===== config.mk =====
export PLATFORM = sky130hd
export DESIGN_NAME = tct_ctrl
export DESIGN_NICKNAME = d
export VERILOG_FILES = /design/src/hw/rtl/tct_pkg.sv /design/src/hw/rtl/tct_ctrl.sv
export SDC_FILE = /design/constraint.sdc
export NUM_CORES = 1
export LEC_CHECK = 0
export BUFFER_PORTS_ARGS = -buffer_cell sky130_fd_sc_hd__buf_4
export CORE_AREA = 5 5 42 44
export CTS_BUF_LIST = sky130_fd_sc_hd__clkbuf_4
export DETAILED_ROUTE_END_ITERATION = 8
export DIE_AREA = 0 0 47 49
export HOLD_SLACK_MARGIN = 0.1
export SLEW_MARGIN = 20
export SYNTH_ARGS = -nofsm -noshare
export SYNTH_HDL_FRONTEND = slang
export SYNTH_SLANG_ARGS = --single-unit

===== constraint.sdc =====
create_clock -name clk -period 2.1 [get_ports clk]
set_clock_uncertainty 0.1 [all_clocks]
set_input_delay 0.42 -clock clk [delete_from_list [all_inputs] [get_ports clk]]
set_output_delay 0.42 -clock clk [all_outputs]
set_load 0.01 [all_outputs]

===== src/hw/rtl/tct_pkg.sv =====
package tct_pkg;

	localparam int TABLE_DEPTH = 16;
	localparam int IDX_W = (TABLE_DEPTH > 1) ? $clog2(TABLE_DEPTH) : 1;

	localparam logic [2:0] OP_FIND   = 3'd0;
	localparam logic [2:0] OP_INSERT = 3'd1;
	localparam logic [2:0] OP_REMOVE = 3'd2;
	localparam logic [2:0] OP_QUERY  = 3'd3;
	localparam logic [2:0] OP_ALLOC  = 3'd4;

	localparam logic [2:0] ST_OK        = 3'd0;
	localparam logic [2:0] ST_NOT_FOUND = 3'd1;
	localparam logic [2:0] ST_EXISTS    = 3'd2;
	localparam logic [2:0] ST_FULL      = 3'd3;
	localparam logic [2:0] ST_NO_PORT   = 3'd4;

	localparam logic [1:0] FAM_IPV4 = 2'd1;
	localparam logic [1:0] FAM_IPV6 = 2'd2;

	localparam logic [15:0] EPH_FIRST_RST = 16'd49152;
	localparam logic [15:0] EPH_LAST_RST  = 16'd65535;

	localparam logic REG_EPH_FIRST = 1'b0;
	localparam logic REG_EPH_LAST  = 1'b1;

	typedef struct packed {
		logic [2:0]  operation;
		logic [1:0]  local_family;
		logic [63:0] local_addr_hi;
		logic [63:0] local_addr_lo;
		logic [15:0] lport;
		logic [1:0]  peer_family;
		logic [63:0] peer_addr_hi;
		logic [63:0] peer_addr_lo;
		logic [15:0] rport;
		logic [7:0]  conn_handle;
	} req_t;

	typedef struct packed {
		logic [2:0]  status;
		logic [7:0]  found_handle;
		logic        port_busy;
		logic [15:0] allocated_port;
	} rsp_t;

	typedef struct packed {
		logic load;
		logic exec;
		logic scan_init;
		logic scan_step;
	} cmd_t;

	typedef struct packed {
		logic op_alloc;
		logic range_ok;
		logic scan_done;
	} sts_t;

endpackage


===== src/hw/rtl/tct_ctrl.sv =====
module tct_ctrl import tct_pkg::*; (
	input  logic clk,
	input  logic arst_n,
	input  logic req_valid,
	output logic req_ready,
	output logic rsp_valid,
	input  logic rsp_ready,
	input  sts_t sts,
	output cmd_t cmd
);

	typedef enum logic [2:0] {
		S_IDLE = 3'b001,
		S_EXEC = 3'b010,
		S_SCAN = 3'b100
	} state_t;

	state_t state_q, state_d;
	logic   rsp_valid_q;
	logic   out_free;
	logic   rsp_set;

	assign out_free  = !rsp_valid_q || rsp_ready;
	assign req_ready = (state_q == S_IDLE);
	assign rsp_valid = rsp_valid_q;

	always_comb begin
		state_d = state_q;
		cmd     = '0;
		rsp_set = 1'b0;
		case (state_q)
			S_IDLE: begin
				if (req_valid) begin
					cmd.load = 1'b1;
					state_d  = S_EXEC;
				end
			end
			S_EXEC: begin
				if (sts.op_alloc && sts.range_ok) begin
					cmd.scan_init = 1'b1;
					state_d       = S_SCAN;
				end else if (out_free) begin
					cmd.exec = 1'b1;
					rsp_set  = 1'b1;
					state_d  = S_IDLE;
				end
			end
			S_SCAN: begin
				// hold the final candidate until the output register frees up
				if (!sts.scan_done) begin
					cmd.scan_step = 1'b1;
				end else if (out_free) begin
					cmd.scan_step = 1'b1;
					rsp_set       = 1'b1;
					state_d       = S_IDLE;
				end
			end
			default: state_d = S_IDLE;
		endcase
	end

	always_ff @(posedge clk or negedge arst_n) begin
		if (!arst_n) begin
			state_q     <= S_IDLE;
			rsp_valid_q <= 1'b0;
		end else begin
			state_q <= state_d;
			if (rsp_set) begin
				rsp_valid_q <= 1'b1;
			end else if (rsp_ready) begin
				rsp_valid_q <= 1'b0;
			end
		end
	end

endmodule


* Word-level counts from Yosys, hierarchy flattened
Cells that the tools add are included.
** Word-level totals
- Register bits :: 4
- Output and inout port bits :: 6
- Logic and storage cells :: 29
** Operators by class
- Multiplexer cells :: 17
- Equal/unequal tests :: 5
- Reductions and logical operators :: 5
** Operator list (number)
- 3-bit 2-to-1 mux :: 4
- 1-bit 2-to-1 mux :: 10
- 3-bit case mux with 3 select lines :: 1
- 2-bit inequality test (second input constant) :: 2
- 3-bit by 1-bit equality test with 1-bit output (second input constant) :: 1
- 3-bit by 2-bit equality test with 1-bit output (second input constant) :: 1
- 3-bit equality test (second input constant) :: 1
- 2-bit 2-to-1 mux :: 1
- 1-bit case mux with 2 select lines :: 1
- 2-bit AND reduction :: 1
- 2-bit nonzero test :: 1
- 1-bit logical AND :: 1
- 1-bit logical NOT :: 1
- 1-bit logical OR :: 1

* Logic depth before layout (Yosys ltp)
Gate-level depths: netlist (run 1).
- Depth after elaboration :: 6
- Gate-level depth with buffers :: 4
- Gate-level depth less buffers :: 3

* Worst setup path before layout (run 1)
OpenSTA, ideal clock, no wires.
- Path type :: flip-flop to output port
- Start :: reg state_q[2]
- End :: out cmd[0] (netlist name)
- Required time :: 1580 ps
- Buffers on the path :: 1
- Cell stages (with the launch flop) :: 4
- Slack :: 556 ps
- Arrival :: 1024 ps
- Path through :: dfrtp_1 buf_4 or3b_1 a21oi_1
** RTL lines
- from (decl) :: RTL line tct_ctrl.sv:18 : state_t state_q, state_d;
- from (signal assigned) :: RTL line tct_ctrl.sv:67 : state_q <= state_d;
- to (decl) :: RTL line tct_ctrl.sv:9 : output cmd_t cmd

==> results of run 1 <==
logic make-up (layout without fill, tap and decap cells):
group                  after synthesis  in the layout  share of synthesized area [%]
AO/OA/AOI/OAI                        8              8                          19.21
AND/OR/NAND/NOR                     16             16                          36.45
flip-flops                           4              4                          39.90
buffers and inverters                2             18                          4.433
state kept, by name, summed over array words and instances (netlist names):
name,count
state_q,3
rsp_valid,1
final timing paths:
path	slack (ps)	to	depth (start not counted)	from
setup reg to reg	870	state_q[0]	3	state_q[2]
min in group asynchronous	420	state_q[1]	2	arst_n
max in group asynchronous	1280	state_q[0]	2	arst_n
hold reg to reg	460	rsp_valid	1	state_q[0]
setup / recovery	200	cmd[0]	3	state_q[2]
hold / removal	360	state_q[2]	3	sts[1]
repair_timing:
item                                   4_1_cts  5_1_grt
hold buffers                                 1        0
endpoints found under the hold margin        4        0
setup endpoints to repair                    0        0
area by class of cell:
type | instances | area, µm² | area share, %
multi-input cells | 24 | 141.4 | 35.65
inverters | 1 | 3.754 | 0.9464
well taps | 16 | 20.02 | 5.047
repair buffers | 13 | 100.1 | 25.24
flip-flops and latches | 4 | 101.3 | 25.55
clock buffers | 4 | 30.03 | 7.571
cell usage in the layout (no fill, tap or decap), types with 2 or more instances in the layout:
master    instances
nand2b_1          2
buf_4            12
nor2_1            2
clkbuf_4          4
nor2b_1           3
nor3_1            2
o21ai_1           2
nand3b_1          2
nand2_1           2
a21oi_1           3
dfrtp_1           3
per-layer routing:
metal  GRT usage, %  up-vias
li1               -      140
met1          9.778      127
met2          8.597       12
met3          5.535        2
met4          6.912        0
met5              0        -
worst min-delay path, delay by kind of cell:
family,cells,cell delay (ps)
AND/OR/NAND/NOR,1,50
buffers and inverters,1,110
AO/OA/AOI/OAI,1,70
synthesized netlist by cell type:
cell type  instances  share of area, %
a21oi_1            3               5.9
dfrtp_1            3                30
nor2b_1            3               7.4
nand2_1            2               3.0
nand2b_1           2               4.9
nand3b_1           2               5.9
nor2_1             2               3.0
nor3_1             2               3.9
o21ai_1            2               3.9
a211oi_1           1               3.0
a21oi_2            1               3.4
a22oi_1            1               3.0
buf_4              1               3.0
dfstp_2            1                10
inv_1              1               1.5
nand3_1            1               2.0
nor3b_1            1               3.0
or3b_1             1               3.4
where the power goes:
part / internal, W / switching, W
Sequential: 0.0000905 / 0.0000134
Clock: 0.0000844 / 0.0000352
Combinational: 0.0000408 / 0.0000349
Total: 0.000216 / 0.0000835
metrics by stage:
| step | instance area, µm² | hold slack, ps | cells | power [W] |
|---|---|---|---|---|
| after detailed placement | 356.6 | 120.4 | 57 | 0.0001794 |
| after global placement | 356.6 | 122.0 | 57 | 0.0001794 |
| after CTS | 396.6 | 355.9 | 62 | 0.0003073 |
| after global routing | 396.6 | 369.3 | 62 | 0.0003289 |
| final | 396.6 | 360.1 | 62 | 0.0002992 |
| after floorplan | 254.0 | 24.41 | 30 | 0.0001395 |
==> impl_results.md, run 1 <==
* Status: completed
* Initial antenna violation count at 0
* Worst setup margin at 201.5 ps
* Die X at 47 µm
* Setup Viol. Count Final at 0
* CP peak stage delay at about 460 ps
* Share of cells above drive strength 1 at 39.13%
* Root Buffer: clkbuf_4
* Final net count at 54
* Max FO, Critical Path at 9
* DRT iter0 DRCs at 5
* Total CTS buffers at 3
* Post-Route WL at 705 µm
* Synthesized flop and latch total at 4
* Post CTS Setup Buffer Count at 0
* Unique cell type count in the Yosys netlist at 18
* WP data arrival at around 1400 ps
* Crit Path Class: reg -> out
* Vias in the first global route at 304
* Top Layer Used: met4
* Clock Latency Late Sink at 240 ps
* Reg clk slew, reported paths at 40 ps
* CP Data Required Time at 1580 ps
* Hold Path Class: in -> reg
* Dpl ws at 459.2 ps
* Peak VDD IR at 0.0004878 V
* Setup_tns at 0 ps
* Diodes inserted at 0
* Residual DRC at 0
* Sink Count at 4
* Core footprint at about 1400 µm²
* First-pass DRT Iterations at 2
* Clock buffer depth at 2
* Fmax at 526.7 MHz
* Final hold violation count at 0
* Initial core utilization at 18.13%
* Seq/Total Area, Yosys at 39.90%
* H-tree levels at 1
* IO Port Bufs at 12
* Final Util at 28.30%
* Cells after Synth at 30
* Full die area at 2303 µm²
* Post_cts resized at 0
* Fin crit share at around 90%
* Global route overflow at 0
* Worst Path Buf+Inv at 1
* Row count at 14
* Vias/cell at 4.532
* Minimum clock period at 1899 ps
* Largest net degree at the start of global routing at 10
* Chip Height at between 40 and 50 µm
* Critical path's top delay family: flip-flops
* CTS tree: done
* Leak pwr at 0.1843 nW
* Post-synthesis instance area at 254.0 µm²
* Mapped Nets at 37
* ANT nets after route at 0
* Drt wl/cell at between 10 and 15 µm
* Startpoint Class: register
* P&R area growth vs syn at 56.16%
* GR Util All Layers at 7.915%
* WL met1 at 341 µm
* Slew Viols, Final at 0
* Critical-path cell list: or3b_1, a21oi_1, buf_4
* Fillers at 156
* Slew headroom at 82.14%
* Slowest cell on the critical path: dfrtp_1
* Syn Area/Cell at 8.466 µm²
* I/O Pins at 13
* Max cap viols at 0
* Unrepaired setup endpoints after global routing: no
* Routed wl met2 at ~300 µm
* First-pass GRT wire length at 1235 µm
* Pwr dens at 754.4 nW/µm²
* Via count at between 200 and 300
* Met3 WL at 49 µm
* Crit end category: output pin
* Synth warn at 0
* Worst-Margin Slew at between 200 and 300 ps
* Routability cong. at approximately 0.83
No activity file was read; power rests on OpenSTA's default activity.
==> run 2: changes to the inputs <==
--- a/config.mk
+++ b/config.mk
@@ -11,6 +11,7 @@
 export DETAILED_ROUTE_END_ITERATION = 8
 export DIE_AREA = 0 0 47 49
 export HOLD_SLACK_MARGIN = 0.1
+export RECOVER_POWER = 100
 export SLEW_MARGIN = 20
 export SYNTH_ARGS = -nofsm -noshare
 export SYNTH_HDL_FRONTEND = slang
==> run 2 against run 1 <==
Against the previous run:
- hold slack improved by 1.1 ps
- clock power is essentially flat
- worst setup slack got worse by 23 ps
- critical path depth did not move
- final area fell by 6.6%
- sequential power about the same
- maximum frequency down 1.2%
- flip-flop and latch count is the same
==> impl_results.md, run 2 (same netlist as run 1, synthesis figures left out) <==
* WP data arrival at 1400 ps (+20 ps)
* I/O Pins at 13 (unchanged)
* Crit Reg-Reg Startpoint: state_q[0]
* Final net count at 54 (unchanged)
* Vias in the first global route at 304 (unchanged)
* Slew Viols, Final at 0 (unchanged)
* Crit Reg-Reg Endpoint: state_q[0]
* Net Sw Power at 0.00008348 W (about the same)
* Max FO, Critical Path at 9 (unchanged)
* P&R area growth vs syn at 45.81%
* Initial antenna violation count at 0 (unchanged)
* Status: completed
* Slew headroom at 83.33% (+1.2 points)
* Fin crit share at 91.51% (+1.1 points)
* Largest net degree at the start of global routing at 10 (unchanged)
* Unrepaired setup endpoints after global routing: no
* Worst-Margin Slew at 249.5 ps (-17.82 ps)
* Commonest non-fill, non-tap cell in the layout: clkbuf_1
* First-pass DRT Iterations at 4 (+2)
* Setup_tns at 0 ps (unchanged)
* Sink Count at 4 (unchanged)
* Post-Route WL at 692 µm (-1.8%)
* Internal power at 0.0002030 W (-5.9%)
* Clock buffer depth at 2 (unchanged)
* Residual DRC at 0 (unchanged)
* Row count at 14 (unchanged)
* CP Data Required Time at 1580 ps (about the same)
* H-tree levels at 1 (unchanged)
* Die X at 47 µm (unchanged)
* Crit end category: output pin
* Switching Fraction at 29.14% (+1.2 points)
* Leak pwr at 0.1556 nW (-16%)
* Full die area at 2303 µm² (unchanged)
* Reg with most FFs: state_q
* Max cap viols at 0 (unchanged)
* Total CTS buffers at 3 (unchanged)
* Via count at 283 (+0.71%)
* Vias/cell at 4.565 (+0.71%)
* Startpoint Class: register
* Clock Latency Late Sink at 240 ps (about the same)
* Dpl ws at 459.2 ps (unchanged)
* Crit Path Class: reg -> out
* Seq pwr share at 35.8% (+1.0 points)
* Diodes inserted at 0 (unchanged)
* Peak VDD IR at 0.0004784 V (-1.9%)
* Root Buffer: clkbuf_4
* Comb pwr share at 22.1% (-3.2 points)
* Hold Path Class: in -> reg
* Leading cell types in the layout, fill and taps excluded: clkbuf_1, buf_4, clkbuf_4
* CTS tree: done
* First-pass GRT wire length at 1235 µm (unchanged)
* Share of cells above drive strength 1 at 21.74% (-17 points)
* Drt wl/cell at 11.16 µm (-1.8%)
* Hold Path End: state_q[2]
* Initial core utilization at 18.13% (unchanged)
* DRT iter0 DRCs at 10 (+5)
* Worst Hold Depth at 3 (unchanged)
* Global route overflow at 0 (unchanged)
* Clock Power Share at 42.1% (+2.1 points)
* Pwr dens at 773.5 nW/µm² (+2.5%)
* Final hold violation count at 0 (unchanged)
* Routability cong. at 0.8269 (unchanged)
* IO Port Bufs at 12 (unchanged)
* Number of flip-flops in the largest register at 3 (unchanged)
* Reg-to-reg slack, setup at 860 ps (about the same)
* Hold path start: sts[1]
* Reg clk slew, reported paths at 40 ps (about the same)
* Final Util at 26.43% (-1.9 points)
* Setup Viol. Count Final at 0 (unchanged)
* ANT nets after route at 0 (unchanged)
* Fmax at 520.4 MHz (-1.2%)
* GR Util All Layers at 7.915% (unchanged)
* Chip Height at 49 µm (unchanged)
* Core footprint at 1401 µm² (unchanged)
* FF-to-FF path depth at 3 (unchanged)
* Minimum clock period at 1922 ps (+23.24 ps)
* Worst setup margin at 178.2 ps (-23.23 ps)
-- run 2: repair_timing --
item | in CTS | in global routing
buffers inserted | 0 | 0
endpoints found under the hold margin | 4 | 0
hold buffers | 1 | 0
setup endpoints to repair | 0 | 0
resized for setup | 0 | 0
-- run 2: through the flow --
step                      std cells  area [µm²]  hold slack, ps  total power, W
after detailed placement         57       356.6           120.4       0.0001794
after global placement           57       356.6           122.0       0.0001794
after CTS                        62       396.6           355.9       0.0003073
final                            62       370.4           361.2       0.0002865
after global routing             62       370.4           373.3       0.0003151
after floorplan                  30       254.0           24.41       0.0001395
-- run 2: final cells by class --
cell class / count / area, µm²
clock buffers: 4 / 30.03
fillers: 164 / 1031
inverters: 1 / 3.754
multi-input cells: 24 / 141.4
flip-flops and latches: 4 / 101.3
well taps: 16 / 20.02
repair buffers: 13 / 73.82
-- run 2: how the worst max path moves through the flow --
stage	startpoint	endpoint	slack [ps]	depth (start not counted)
6_report	state_q[2]	cmd[0]	180	3
2_1_floorplan	state_q[2]	cmd[0]	560	3
3_5_place_dp	state_q[2]	cmd[0]	460	3
4_1_cts	state_q[2]	cmd[0]	200	3
5_1_grt	state_q[2]	cmd[0]	80	3
3_3_place_gp	state_q[2]	cmd[0]	490	3
-- run 2: metal layers --
layer,vias up,track usage [%],share of wire [%]
li1,142,-,-
met1,129,9.778,47
met2,12,8.597,45
met3,0,5.535,7.4
met4,0,6.912,0
met5,-,0,0
-- run 2: worst max-delay path: stages, from the launching register on --
cell	delay [ps]
dfrtp_1	460
or3b_1	400
a21oi_1	120
clkbuf_1	170
-- run 2: power by group through the flow --
stage	Combinational (W)	Clock, W	Sequential (W)
final	0.0000633	0.000121	0.000102
after global routing	0.0000720	0.000138	0.000105
after CTS	0.0000767	0.000127	0.000104
after detailed placement	0.0000746	0	0.000105
after global placement	0.0000751	0	0.000104
after floorplan	0.0000384	0	0.000101
==> run 3: changes to the inputs <==
--- a/config.mk
+++ b/config.mk
@@ -5,7 +5,7 @@
 export SDC_FILE = /design/constraint.sdc
 export NUM_CORES = 1
 export LEC_CHECK = 0
-export BUFFER_PORTS_ARGS = -buffer_cell sky130_fd_sc_hd__buf_4
+export BUFFER_PORTS_ARGS = -buffer_cell sky130_fd_sc_hd__clkbuf_2
 export CORE_AREA = 5 5 42 44
 export CTS_BUF_LIST = sky130_fd_sc_hd__clkbuf_4
 export DETAILED_ROUTE_END_ITERATION = 8
==> constraint.sdc (replaced) <==
create_clock -name clk -period 1.8 [get_ports clk]
set_clock_uncertainty 0.1 [all_clocks]
set_input_delay 0.36 -clock clk [delete_from_list [all_inputs] [get_ports clk]]
set_output_delay 0.36 -clock clk [all_outputs]
set_load 0.01 [all_outputs]
==> run 3 against run 2 <==
Against the previous run:
- combinational power up 26%
- final area did not move
- register-to-register slack got worse by 310 ps
- via count fell by 1.8%
- sequential share of layout area unchanged
- wire length is 6.4% lower
- core utilization did not move
- global-route usage down 1.2 points
- cell count is 3.2% higher
- critical endpoint unchanged
==> impl_results.md, run 3 (same netlist as run 1, synthesis figures left out) <==
* Row count at 14 (unchanged)
* Initial antenna violation count at 0 (unchanged)
* CTS tree: done
* First-pass DRT Iterations at 4 (unchanged)
* Area after DPL at 334.1 µm² (-6.3%)
* WP data arrival at 1260 ps (-140 ps)
* Critical-path cell list: or3b_1, a21oi_1, buf_2
* Worst Path Buf+Inv at 1 (unchanged)
* Status: completed
* Post-Route WL at 648 µm (-6.4%)
* Vias/cell at 4.344 (-4.8%)
* First-pass GRT wire length at 1062 µm (-14%)
* Setup Viol. Count Final at 0 (unchanged)
* Unrepaired setup endpoints after global routing: no
* Full die area at 2303 µm² (unchanged)
* Crit end category: output pin
* Routability cong. at 0.7697 (-6.9%)
* Slew Viols, Final at 0 (unchanged)
* Clock Latency Late Sink at 240 ps (about the same)
* Placed Cells at 58 (+1.8%)
* Worst-Margin Slew at 293.7 ps (+44.24 ps)
* Drt wl/cell at 10.13 µm (-9.3%)
* Reg with most FFs: state_q
* Max FO, Critical Path at 2 (-7)
* Clock buffer depth at 2 (unchanged)
* Hold Path Class: in -> reg
* Die X at 47 µm (unchanged)
* DRT iter0 DRCs at 19 (+9)
* Sink Count at 4 (unchanged)
* Critical path's top delay family: simple AND/OR/NAND/NOR gates
* Root Buffer: clkbuf_4
* Max cap viols at 0 (unchanged)
* Crit Path Class: reg -> out
* Post-route cell area at 370.4 µm² (unchanged)
* Via count at 278 (-1.8%)
* Share of cells above drive strength 1 at 27.08% (+5.3 points)
* Total CTS buffers at 3 (unchanged)
* Initial core utilization at 18.13% (unchanged)
* Diodes inserted at 0 (unchanged)
* Reg clk slew, reported paths at 40 ps (about the same)
* Peak VDD IR at 0.0003272 V (-32%)
* Residual DRC at 0 (unchanged)
* Pwr dens at 901.6 nW/µm² (+17%)
* Largest net degree at the start of global routing at 9 (-1)
* CP peak stage delay at 400 ps (-60 ps)
* Setup_tns at 0 ps (unchanged)
* CP Data Required Time at 1340 ps (-240 ps)
* Vias in the first global route at 269 (-12%)
* Final net count at 56 (+3.7%)
* Core footprint at 1401 µm² (unchanged)
* Final hold violation count at 0 (unchanged)
* Leading cell types in the layout, fill and taps excluded: clkbuf_1, clkbuf_2, clkbuf_4
* Global route overflow at 0 (unchanged)
* P&R area growth vs syn at 45.81% (unchanged)
* HPWL after DPL at 535.7 µm
* I/O Pins at 13 (unchanged)
* Commonest non-fill, non-tap cell in the layout: clkbuf_1
* Fmax at between 500 and 600 MHz
* Final Non-Filler Cells at 64 (+3.2%)
* Minimum clock period at 1716 ps
* Chip Height at 49 µm (unchanged)
* IO Port Bufs at 12 (unchanged)
* Final Util at 26.43% (unchanged)
* Slew headroom at 80.42% (-2.9 points)
* Fin crit share at 95.36%
* Startpoint Class: register
* Number of flip-flops in the largest register at 3 (unchanged)
* Leak pwr at 0.1639 nW (+5.4%)
* GR Util All Layers at 6.723% (-1.2 points)
* Slowest cell on the critical path: or3b_1
* H-tree levels at 1 (unchanged)
* ANT nets after route at 0 (unchanged)
* Total power draw at 0.0003339 W (+17%)
run 3: routing by layer:
metal	track usage (%)	wire length (µm)	up-vias	part of all wire, %
li1	-	-	142	-
met1	7.813	310	124	48
met2	8.145	286	12	44
met3	5.535	51	0	7.9
met4	4.147	0	0	0
met5	0	0	-	0
run 3: cell type report:
| type | instances | area (µm²) |
|---|---|---|
| fillers | 170 | 1031 |
| multi-input cells | 24 | 141.4 |
| flip-flops and latches | 4 | 101.3 |
| repair buffers | 15 | 73.82 |
| clock buffers | 4 | 30.03 |
| well taps | 16 | 20.02 |
| inverters | 1 | 3.754 |
run 3: repair_timing:
item / in CTS / in global routing
buffers inserted: 1 / 0
pin swaps: 0 / 0
gates resized for setup: 0 / 1
hold buffers: 1 / 0
setup endpoints to repair: 1 / 1
endpoints found under the hold margin: 4 / 0
run 3: final timing paths:
| kind | startpoint | end | slack (ps) | cells past startpoint |
|---|---|---|---|---|
| max | state_q[1] | cmd[0] | 80 | 3 |
| min | sts[1] | state_q[2] | 270 | 3 |
| max reg2reg | state_q[2] | rsp_valid | 550 | 4 |
| min reg2reg | state_q[0] | state_q[2] | 430 | 1 |
| max in group asynchronous | arst_n | state_q[0] | 960 | 2 |
| min in group asynchronous | arst_n | rsp_valid | 380 | 2 |
run 3: metrics by stage:
stage                     setup WS [ps]  hold slack (ps)
after floorplan                   316.0           -35.59
after global placement            274.4            72.22
after detailed placement          245.5            72.20
after CTS                         59.45            264.5
after global routing              2.900            272.7
final                             83.56            273.1
run 3: worst register-to-register path, delay by kind of cell (launching register included):
kind	cells	cell delay, ps
and+or+nand+nor	1	210
buffers and inverters	1	270
DFF	1	350
AOI/OAI and AO/OA	2	240
run 3: power by group:
part           switching [W]  internal [W]
registers          0.0000104      0.000106
clock network      0.0000394     0.0000984
logic              0.0000440     0.0000360
total              0.0000939      0.000240
